===== src/hw/rtl/cbf_pkg.sv =====
// ----------------------------------------------------------------------------
// cbf_pkg
// Shared sizes, command and status codes and pointer helpers for the
// circular byte fifo.
// ----------------------------------------------------------------------------
package cbf_pkg;

	localparam int DEPTH      = 256;
	localparam int DATA_WIDTH = 8;
	localparam int MAX_BLOCK  = 64;

	localparam int PTR_W  = $clog2(DEPTH);
	localparam int LEN_W  = 9;
	localparam int CNT_W  = 9;
	localparam int BLK_W  = $clog2(MAX_BLOCK + 1);
	localparam int STEP_W = $clog2(CNT_W + 1);

	localparam logic [LEN_W-1:0] LEN_MIN   = LEN_W'(2);
	localparam logic [LEN_W-1:0] LEN_RESET = LEN_W'(DEPTH);

	typedef enum logic [2:0] {
		CMD_PUSH  = 3'd0,
		CMD_POP   = 3'd1,
		CMD_PEEK  = 3'd2,
		CMD_BLOCK = 3'd3,
		CMD_SKIP  = 3'd4,
		CMD_RESET = 3'd5
	} cmd_t;

	typedef enum logic [1:0] {
		STAT_OK       = 2'd0,
		STAT_NO_ROOM  = 2'd1,
		STAT_NO_DATA  = 2'd2,
		STAT_TOO_LONG = 2'd3
	} status_t;

	// remainder unit request and response
	typedef struct packed {
		logic             valid;
		logic [CNT_W-1:0] dividend;
		logic [LEN_W-1:0] divisor;
	} mod_req_t;

	typedef struct packed {
		logic             done;
		logic [PTR_W-1:0] rem;
	} mod_rsp_t;

	function automatic logic [LEN_W-1:0] free_space(logic [PTR_W-1:0] wp,
			logic [PTR_W-1:0] rp, logic [LEN_W-1:0] len);
		logic [LEN_W-1:0] res;
		if (wp == rp) begin
			res = len;
		end else if (wp > rp) begin
			res = len - {1'b0, wp} + {1'b0, rp};
		end else begin
			res = {1'b0, rp} - {1'b0, wp};
		end
		return res;
	endfunction

	function automatic logic [PTR_W-1:0] advance1(logic [PTR_W-1:0] p,
			logic [LEN_W-1:0] len);
		logic [LEN_W-1:0] nxt;
		nxt = {1'b0, p} + LEN_W'(1);
		if (nxt == len) begin
			nxt = '0;
		end
		return nxt[PTR_W-1:0];
	endfunction

	function automatic logic [LEN_W-1:0] clamp_len(logic [LEN_W-1:0] v);
		logic [LEN_W-1:0] res;
		if (v < LEN_MIN) begin
			res = LEN_MIN;
		end else if (v > LEN_RESET) begin
			res = LEN_RESET;
		end else begin
			res = v;
		end
		return res;
	endfunction

endpackage


===== src/hw/rtl/circular_byte_fifo.sv =====
// ----------------------------------------------------------------------------
// circular_byte_fifo
// Ring-buffer fifo over a 256-entry byte RAM with a configurable ring length.
//
//   channel   handshake            payload
//   request   start & !busy        cmd, data_in, count
//   result    result_valid         status, data_out, last, free_count,
//                                  fill_count
//   config    cfg_we               cfg_wdata (ring length)
//
// Push, pop, peek, reset and unknown commands may be issued back to back;
// the result follows in the cycle after the request.
// A block pop of n elements holds busy after its first element until its
// last, and streams one element per cycle from the RAM read port. A skip
// holds busy until the bit-serial remainder unit reports done.
// Results cannot be stalled.
// Reset clears both pointers and sets the ring length to 256; RAM contents
// are undefined until written.
// ----------------------------------------------------------------------------
module circular_byte_fifo
	import cbf_pkg::*;
(
	input  logic                  clk,
	input  logic                  arst_n,
	input  logic                  start,
	output logic                  busy,
	input  logic [2:0]            cmd,
	input  logic [DATA_WIDTH-1:0] data_in,
	input  logic [CNT_W-1:0]      count,
	input  logic                  cfg_we,
	input  logic [LEN_W-1:0]      cfg_wdata,
	output logic                  result_valid,
	output logic [1:0]            status,
	output logic [DATA_WIDTH-1:0] data_out,
	output logic                  last,
	output logic [LEN_W-1:0]      free_count,
	output logic [LEN_W-1:0]      fill_count
);

	typedef enum logic [1:0] {
		ST_IDLE,
		ST_BLOCK,
		ST_SKIP
	} state_t;

	state_t            state_q, state_n;
	logic [PTR_W-1:0]  wp_q, wp_n;
	logic [PTR_W-1:0]  rp_q, rp_n;
	logic [LEN_W-1:0]  len_q;
	logic [BLK_W-1:0]  left_q, left_n;

	logic              valid_s1;
	logic              rd_s1;
	status_t           status_s1;
	logic              last_s1;
	logic [LEN_W-1:0]  free_s1;
	logic [LEN_W-1:0]  fill_s1;

	logic              emit, rd, last_n;
	status_t           status_n;
	logic [LEN_W-1:0]  free_cur, fill_cur, free_n;
	logic [LEN_W-1:0]  skip_sum;
	logic              ram_we, ram_re;
	logic [DATA_WIDTH-1:0] ram_rdata;
	mod_req_t          mod_req;
	mod_rsp_t          mod_rsp;

	cbf_ram #(
		.WIDTH(DATA_WIDTH),
		.DEPTH(DEPTH)
	) u_ram (
		.clk   (clk),
		.we    (ram_we),
		.waddr (wp_q),
		.wdata (data_in),
		.re    (ram_re),
		.raddr (rp_q),
		.rdata (ram_rdata)
	);

	cbf_mod u_mod (
		.clk    (clk),
		.arst_n (arst_n),
		.req    (mod_req),
		.rsp    (mod_rsp)
	);

	assign busy     = (state_q != ST_IDLE);
	assign free_cur = free_space(wp_q, rp_q, len_q);
	assign fill_cur = len_q - free_cur;
	assign skip_sum = {1'b0, rp_q} + {1'b0, mod_rsp.rem};

	always_comb begin
		state_n  = state_q;
		wp_n     = wp_q;
		rp_n     = rp_q;
		left_n   = left_q;
		emit     = 1'b0;
		rd       = 1'b0;
		last_n   = 1'b1;
		status_n = STAT_OK;
		ram_we   = 1'b0;
		ram_re   = 1'b0;
		mod_req.valid    = 1'b0;
		mod_req.dividend = count;
		mod_req.divisor  = len_q;

		case (state_q)
			ST_IDLE: begin
				if (start) begin
					emit = 1'b1;
					case (cmd_t'(cmd))
						CMD_PUSH: begin
							if (free_cur <= LEN_W'(1)) begin
								status_n = STAT_NO_ROOM;
							end else begin
								ram_we = 1'b1;
								wp_n   = advance1(wp_q, len_q);
							end
						end
						CMD_POP, CMD_PEEK: begin
							if (fill_cur == '0) begin
								status_n = STAT_NO_DATA;
							end else begin
								ram_re = 1'b1;
								rd     = 1'b1;
								if (cmd_t'(cmd) == CMD_POP) begin
									rp_n = advance1(rp_q, len_q);
								end
							end
						end
						CMD_BLOCK: begin
							if (count > CNT_W'(MAX_BLOCK)) begin
								status_n = STAT_TOO_LONG;
							end else if (fill_cur < count) begin
								status_n = STAT_NO_DATA;
							end else if (count != '0) begin
								ram_re = 1'b1;
								rd     = 1'b1;
								rp_n   = advance1(rp_q, len_q);
								last_n = (count == CNT_W'(1));
								left_n = count[BLK_W-1:0] - BLK_W'(1);
								if (count != CNT_W'(1)) begin
									state_n = ST_BLOCK;
								end
							end
						end
						CMD_SKIP: begin
							emit          = 1'b0;
							mod_req.valid = 1'b1;
							state_n       = ST_SKIP;
						end
						CMD_RESET: begin
							wp_n = '0;
							rp_n = '0;
						end
						default: begin
						end
					endcase
				end
			end
			ST_BLOCK: begin
				emit   = 1'b1;
				ram_re = 1'b1;
				rd     = 1'b1;
				rp_n   = advance1(rp_q, len_q);
				last_n = (left_q == BLK_W'(1));
				left_n = left_q - BLK_W'(1);
				if (left_q == BLK_W'(1)) begin
					state_n = ST_IDLE;
				end
			end
			ST_SKIP: begin
				if (mod_rsp.done) begin
					emit    = 1'b1;
					rp_n    = (skip_sum >= len_q) ? PTR_W'(skip_sum - len_q)
						: skip_sum[PTR_W-1:0];
					state_n = ST_IDLE;
				end
			end
			default: begin
				state_n = ST_IDLE;
			end
		endcase

		// counts reflect the pointers after this request
		free_n = free_space(wp_n, rp_n, len_q);
	end

	always_ff @(posedge clk or negedge arst_n) begin
		if (!arst_n) begin
			state_q  <= ST_IDLE;
			wp_q     <= '0;
			rp_q     <= '0;
			len_q    <= LEN_RESET;
			left_q   <= '0;
			valid_s1 <= 1'b0;
			rd_s1    <= 1'b0;
		end else begin
			state_q  <= state_n;
			left_q   <= left_n;
			valid_s1 <= emit;
			rd_s1    <= rd;
			if (cfg_we) begin
				len_q <= clamp_len(cfg_wdata);
				wp_q  <= '0;
				rp_q  <= '0;
			end else begin
				wp_q <= wp_n;
				rp_q <= rp_n;
			end
		end
	end

	always_ff @(posedge clk) begin
		if (emit) begin
			status_s1 <= status_n;
			last_s1   <= last_n;
			free_s1   <= free_n;
			fill_s1   <= len_q - free_n;
		end
	end

	assign result_valid = valid_s1;
	assign status       = status_s1;
	assign data_out     = rd_s1 ? ram_rdata : '0;
	assign last         = last_s1;
	assign free_count   = free_s1;
	assign fill_count   = fill_s1;

endmodule


===== src/hw/rtl/cbf_ram.sv =====
// ----------------------------------------------------------------------------
// cbf_ram
// Generic single-write, single-read synchronous RAM with registered read.
// ----------------------------------------------------------------------------
module cbf_ram #(
	parameter int WIDTH = 8,
	parameter int DEPTH = 256
) (
	input  logic                     clk,
	input  logic                     we,
	input  logic [$clog2(DEPTH)-1:0] waddr,
	input  logic [WIDTH-1:0]         wdata,
	input  logic                     re,
	input  logic [$clog2(DEPTH)-1:0] raddr,
	output logic [WIDTH-1:0]         rdata
);

	logic [WIDTH-1:0] mem_q [DEPTH];

	always_ff @(posedge clk) begin
		if (we) begin
			mem_q[waddr] <= wdata;
		end
		if (re) begin
			rdata <= mem_q[raddr];
		end
	end

endmodule


===== src/hw/rtl/cbf_mod.sv =====
// ----------------------------------------------------------------------------
// cbf_mod
// Bit-serial remainder unit: one dividend bit per cycle, most significant
// first; done pulses in the cycle after the last step.
// ----------------------------------------------------------------------------
module cbf_mod
	import cbf_pkg::*;
(
	input  logic     clk,
	input  logic     arst_n,
	input  mod_req_t req,
	output mod_rsp_t rsp
);

	logic              busy_q;
	logic              done_q;
	logic [STEP_W-1:0] step_q;
	logic [PTR_W-1:0]  rem_q;
	logic [CNT_W-1:0]  shf_q;
	logic [LEN_W-1:0]  div_q;
	logic [LEN_W-1:0]  trial;
	logic [LEN_W-1:0]  nxt;

	// shift in the next dividend bit, subtract once if it fits
	assign trial = {rem_q, shf_q[CNT_W-1]};
	assign nxt   = (trial >= div_q) ? trial - div_q : trial;

	always_ff @(posedge clk or negedge arst_n) begin
		if (!arst_n) begin
			busy_q <= 1'b0;
			done_q <= 1'b0;
			step_q <= '0;
		end else begin
			done_q <= 1'b0;
			if (req.valid) begin
				busy_q <= 1'b1;
				step_q <= STEP_W'(CNT_W);
			end else if (busy_q) begin
				step_q <= step_q - STEP_W'(1);
				if (step_q == STEP_W'(1)) begin
					busy_q <= 1'b0;
					done_q <= 1'b1;
				end
			end
		end
	end

	always_ff @(posedge clk) begin
		if (req.valid) begin
			rem_q <= '0;
			shf_q <= req.dividend;
			div_q <= req.divisor;
		end else if (busy_q) begin
			rem_q <= nxt[PTR_W-1:0];
			shf_q <= {shf_q[CNT_W-2:0], 1'b0};
		end
	end

	assign rsp.done = done_q;
	assign rsp.rem  = rem_q;

endmodule


===== config.mk =====
export PLATFORM = sky130hd
export DESIGN_NAME = circular_byte_fifo
export DESIGN_NICKNAME = d
export VERILOG_FILES = /design/src/hw/rtl/cbf_pkg.sv /design/src/hw/rtl/circular_byte_fifo.sv /design/src/hw/rtl/cbf_ram.sv /design/src/hw/rtl/cbf_mod.sv
export SDC_FILE = /design/constraint.sdc
export NUM_CORES = 2
export LEC_CHECK = 0
export BUFFER_PORTS_ARGS = -buffer_cell sky130_fd_sc_hd__buf_2
export CORE_MARGIN = 3
export CORE_UTILIZATION = 60
export DETAILED_ROUTE_END_ITERATION = 12
export GPL_TIMING_DRIVEN = 0
export PLACE_DENSITY = 0.76
export SLEW_MARGIN = 25
export SYNTH_ARGS = -nofsm -noshare
export SYNTH_HDL_FRONTEND = slang
export SYNTH_SLANG_ARGS = --single-unit

===== constraint.sdc =====
create_clock -name clk -period 25.3 [get_ports clk]
set_input_delay 3.795 -clock clk [delete_from_list [all_inputs] [get_ports clk]]
set_output_delay 3.795 -clock clk [all_outputs]
set_load 0.02 [all_outputs]

==> impl_metrics.toml <==
[run_status]
outcome = "finished clean"

[critical_path]
cp_data_arrival_time_ps = 14540
rr_worst_depth = 47
critPathLaunch = "rp_q[0]"
startpoint_type = "flip-flop"
worst_r2r_endpoint = "fill_count[8]"
r2r-start = "rp_q[0]"
crit_path_end_kind = "flip-flop"
cp_data_required_time_ps = 25860
crit_path_max_fanout = 10
critPathKind = "flip-flop to flip-flop"
cpPeakStageDelay_ps = 850
slowest_stage = "clkbuf_1"
reg2reg_slack_ps = 11320

[drt]
wl_mm = 273
ant_nets = 0
wl_per_cell_um = 35.9
drc = 0
drt_iter0_drc = 7759
via_per_inst = 7.05
route.vias.total = 53705
firstDrtPassIters = 8

[global_routing]
grt_pass1_vias = 51761
antenna_found_initial = 20
gr-total-overflow = 0
grt_max_degree = 129
track_usage_pct = 35.8
grt_pass1_wl_mm = 381

[timing]
finalCriticalPeriod_ps = 13980
rsz0062_at_grt = "no"
tightestPinTransition_ps = 1280
drv_slew = 0
finalSetupViolations = 0
hold_violations = 0
max_freq_mhz = 71.6
period_share_pct = 55.2
fin_tns_setup_ps = 0
skew_ps = 61.2
slew_headroom_pct = 14.2

[yosys]
synth_warnings = 0
synth_area_um2 = 89400
async_reset_ff_share_pct = 1.96
avgSynthCellArea_um2 = 17.2
ys_seq_area_share_pct = 71.7
syn_nets = 5345
synth_edf_count = 2095
synth_ff_type = "edfxtp_1"
ys_types = 91
netlist_instances = 5195
ys_ff_latch = 2145

[clock_network]
cts_setup_buffers = 0
clock_latency_ps = 870
clock_path_buffers = 3
cts_resized = 0
path_clk_slew_ps = 70
clock-sinks = 2145
numCtsBuffers = 205
hold_buffers = 0
root_buffer = "clkbuf_16"
htree_levels = 4
cts_tree = "built"

[floorplanning]
die-area_um2 = 154000
num_io_pins = 64
die_h_um = 392
rows = 141
initial_core_util_pct = 60.5
die_x_um = 392
core_area_um2 = 148000

[worst_hold_path]
worst_hold_path.endpoint = "left_q[6]"
hold_start = "left_q[6]"
hold_path.class = "flip-flop to flip-flop"
whs_path_depth = 1

[power_and_ir_drop]
p_leak_nw = 31.2
ir_drop_v = 0.0000719
p_total_w = 0.00880
p_per_area_nw_per_um2 = 87.8

[run]
maxCapViolations = 0

[cells_and_area]
final_area_um2 = 100000
area_growth_pct = 12.1
layout.nets = 5654
final_util_pct = 67.8
drive_above_1_share_pct = 16.3

[placed_design]
placed_cell_area_um2 = 93400
globalplace.congestion = 0.956
hpwl_mm = 183
portBuffers = 61
[layout make-up]
class	instances	area [um2]
Sequential cell	2145	64100
Fill cell	9485	47600
Multi-Input combinational cell	2630	23800
Clock buffer	245	5320
Tap cell	1930	2410
Timing Repair Buffer	102	1410
Clock inverter	132	1410
Buffer	306	1330
Inverter	114	428
Antenna cell	10	25.0
[routing by layer]
layer	GRT usage [%]	share of wire [%]	vias up
met5	0	0.021	-
met4	22.7	7.6	8
met3	11.5	14	879
met2	53.1	45	4315
met1	45.9	34	26873
li1	-	-	21630
[registers in the layout, indices dropped and copies added (netlist names), 9 cells and up]
| name | flops |
|---|---|
| u_ram.mem_q | 2048 |
| fill_count | 9 |
| free_count | 9 |
| len_q | 9 |
| u_mod.div_q | 9 |
| u_mod.shf_q | 9 |
[kinds of logic (layout without fill, tap and decap cells)]
family | after synthesis | in the layout | share of synthesized area, %
flops | 2145 | 2145 | 71.7
simple gates | 826 | 826 | 4.19
compound gates | 824 | 824 | 6.38
mux | 782 | 782 | 13.2
buf+inv | 420 | 899 | 1.90
fa+ha+maj | 117 | 117 | 1.82
xor+xnor | 81 | 81 | 0.817
other cells | 0 | 10 | 0
[cells in the mapped netlist, types with 22 or more instances]
| cell | count | area [um2] |
|---|---|---|
| edfxtp_1 | 2095 | 62900 |
| mux2i_1 | 461 | 4610 |
| nor2_1 | 358 | 1340 |
| mux4_2 | 316 | 7120 |
| o221ai_1 | 226 | 1980 |
| a21oi_1 | 205 | 1030 |
| clkbuf_1 | 196 | 736 |
| nor3_1 | 157 | 786 |
| nand2_1 | 131 | 492 |
| o22ai_1 | 118 | 738 |
| inv_1 | 109 | 409 |
| ha_1 | 95 | 1190 |
| o21ai_0 | 95 | 475 |
| buf_2 | 82 | 410 |
| xnor2_1 | 53 | 464 |
| nand3_1 | 44 | 220 |
| dfrtp_1 | 41 | 1030 |
| a21o_1 | 32 | 240 |
| xor2_1 | 26 | 228 |
| buf_1 | 23 | 86.3 |
| fa_1 | 22 | 440 |
[where the power goes]
part | total, W | internal (W) | switching, W
combinational | 0.00171 | 0.000598 | 0.00111
sequential | 0.00401 | 0.00397 | 0.0000352
clock | 0.00309 | 0.00172 | 0.00136
[worst max-delay path, delay by kind of cell (launching register included)]
kind | cells | cell delay, ps
buffers and inverters | 8 | 3720
adder cells (fa/ha/maj) | 5 | 1350
XOR/XNOR | 1 | 90
flip-flops | 1 | 510
AND/OR/NAND/NOR | 15 | 3560
AO/OA/AOI/OAI | 18 | 4430
[through the flow]
step,worst slack (ps),hold slack (ps),cells
after CTS,11580,499,7604
after detailed placement,11630,484,7227
after global routing,10790,542,7604
after floorplan,15480,452,5195
final,11320,507,7614
after global placement,11470,481,7186
[worst max path at each step]
| stage | endpoint | slack [ps] | cells after the start |
|---|---|---|---|
| 6_report | fill_count[8] | 11320 | 47 |
| 4_1_cts | fill_count[8] | 11580 | 47 |
| 3_3_place_gp | fill_count[8] | 11470 | 47 |
| 3_5_place_dp | fill_count[8] | 11630 | 47 |
| 5_1_grt | fill_count[8] | 10790 | 47 |
| 2_1_floorplan | fill_count[8] | 15480 | 48 |
[cell usage in the layout, fill, tap and decap left out, types with 11 or more instances in the layout]
| cell | count |
|---|---|
| a211oi_1 | 17 |
| a21o_1 | 32 |
| a21oi_1 | 205 |
| a31oi_1 | 13 |
| and2_1 | 21 |
| and3_1 | 11 |
| buf_1 | 17 |
| buf_16 | 34 |
| buf_2 | 140 |
| bufinv_16 | 21 |
| clkbuf_1 | 192 |
| clkbuf_16 | 207 |
| clkbuf_2 | 42 |
| clkinv_1 | 51 |
| clkinv_2 | 40 |
| dfrtp_1 | 41 |
| edfxtp_1 | 2095 |
| fa_1 | 22 |
| ha_1 | 95 |
| inv_1 | 109 |
| mux2i_1 | 461 |
| mux4_2 | 316 |
| nand2_1 | 123 |
| nand2_2 | 14 |
| nand2b_1 | 21 |
| nand3_1 | 41 |
| nand4_1 | 13 |
| nor2_1 | 352 |
| nor2b_1 | 14 |
| nor3_1 | 140 |
| nor3_2 | 19 |
| nor4_1 | 11 |
| o21a_1 | 17 |
| o21ai_0 | 95 |
| o221ai_1 | 226 |
| o22ai_1 | 118 |
| xnor2_1 | 53 |
| xor2_1 | 26 |
(Power assumes the default switching activity.)
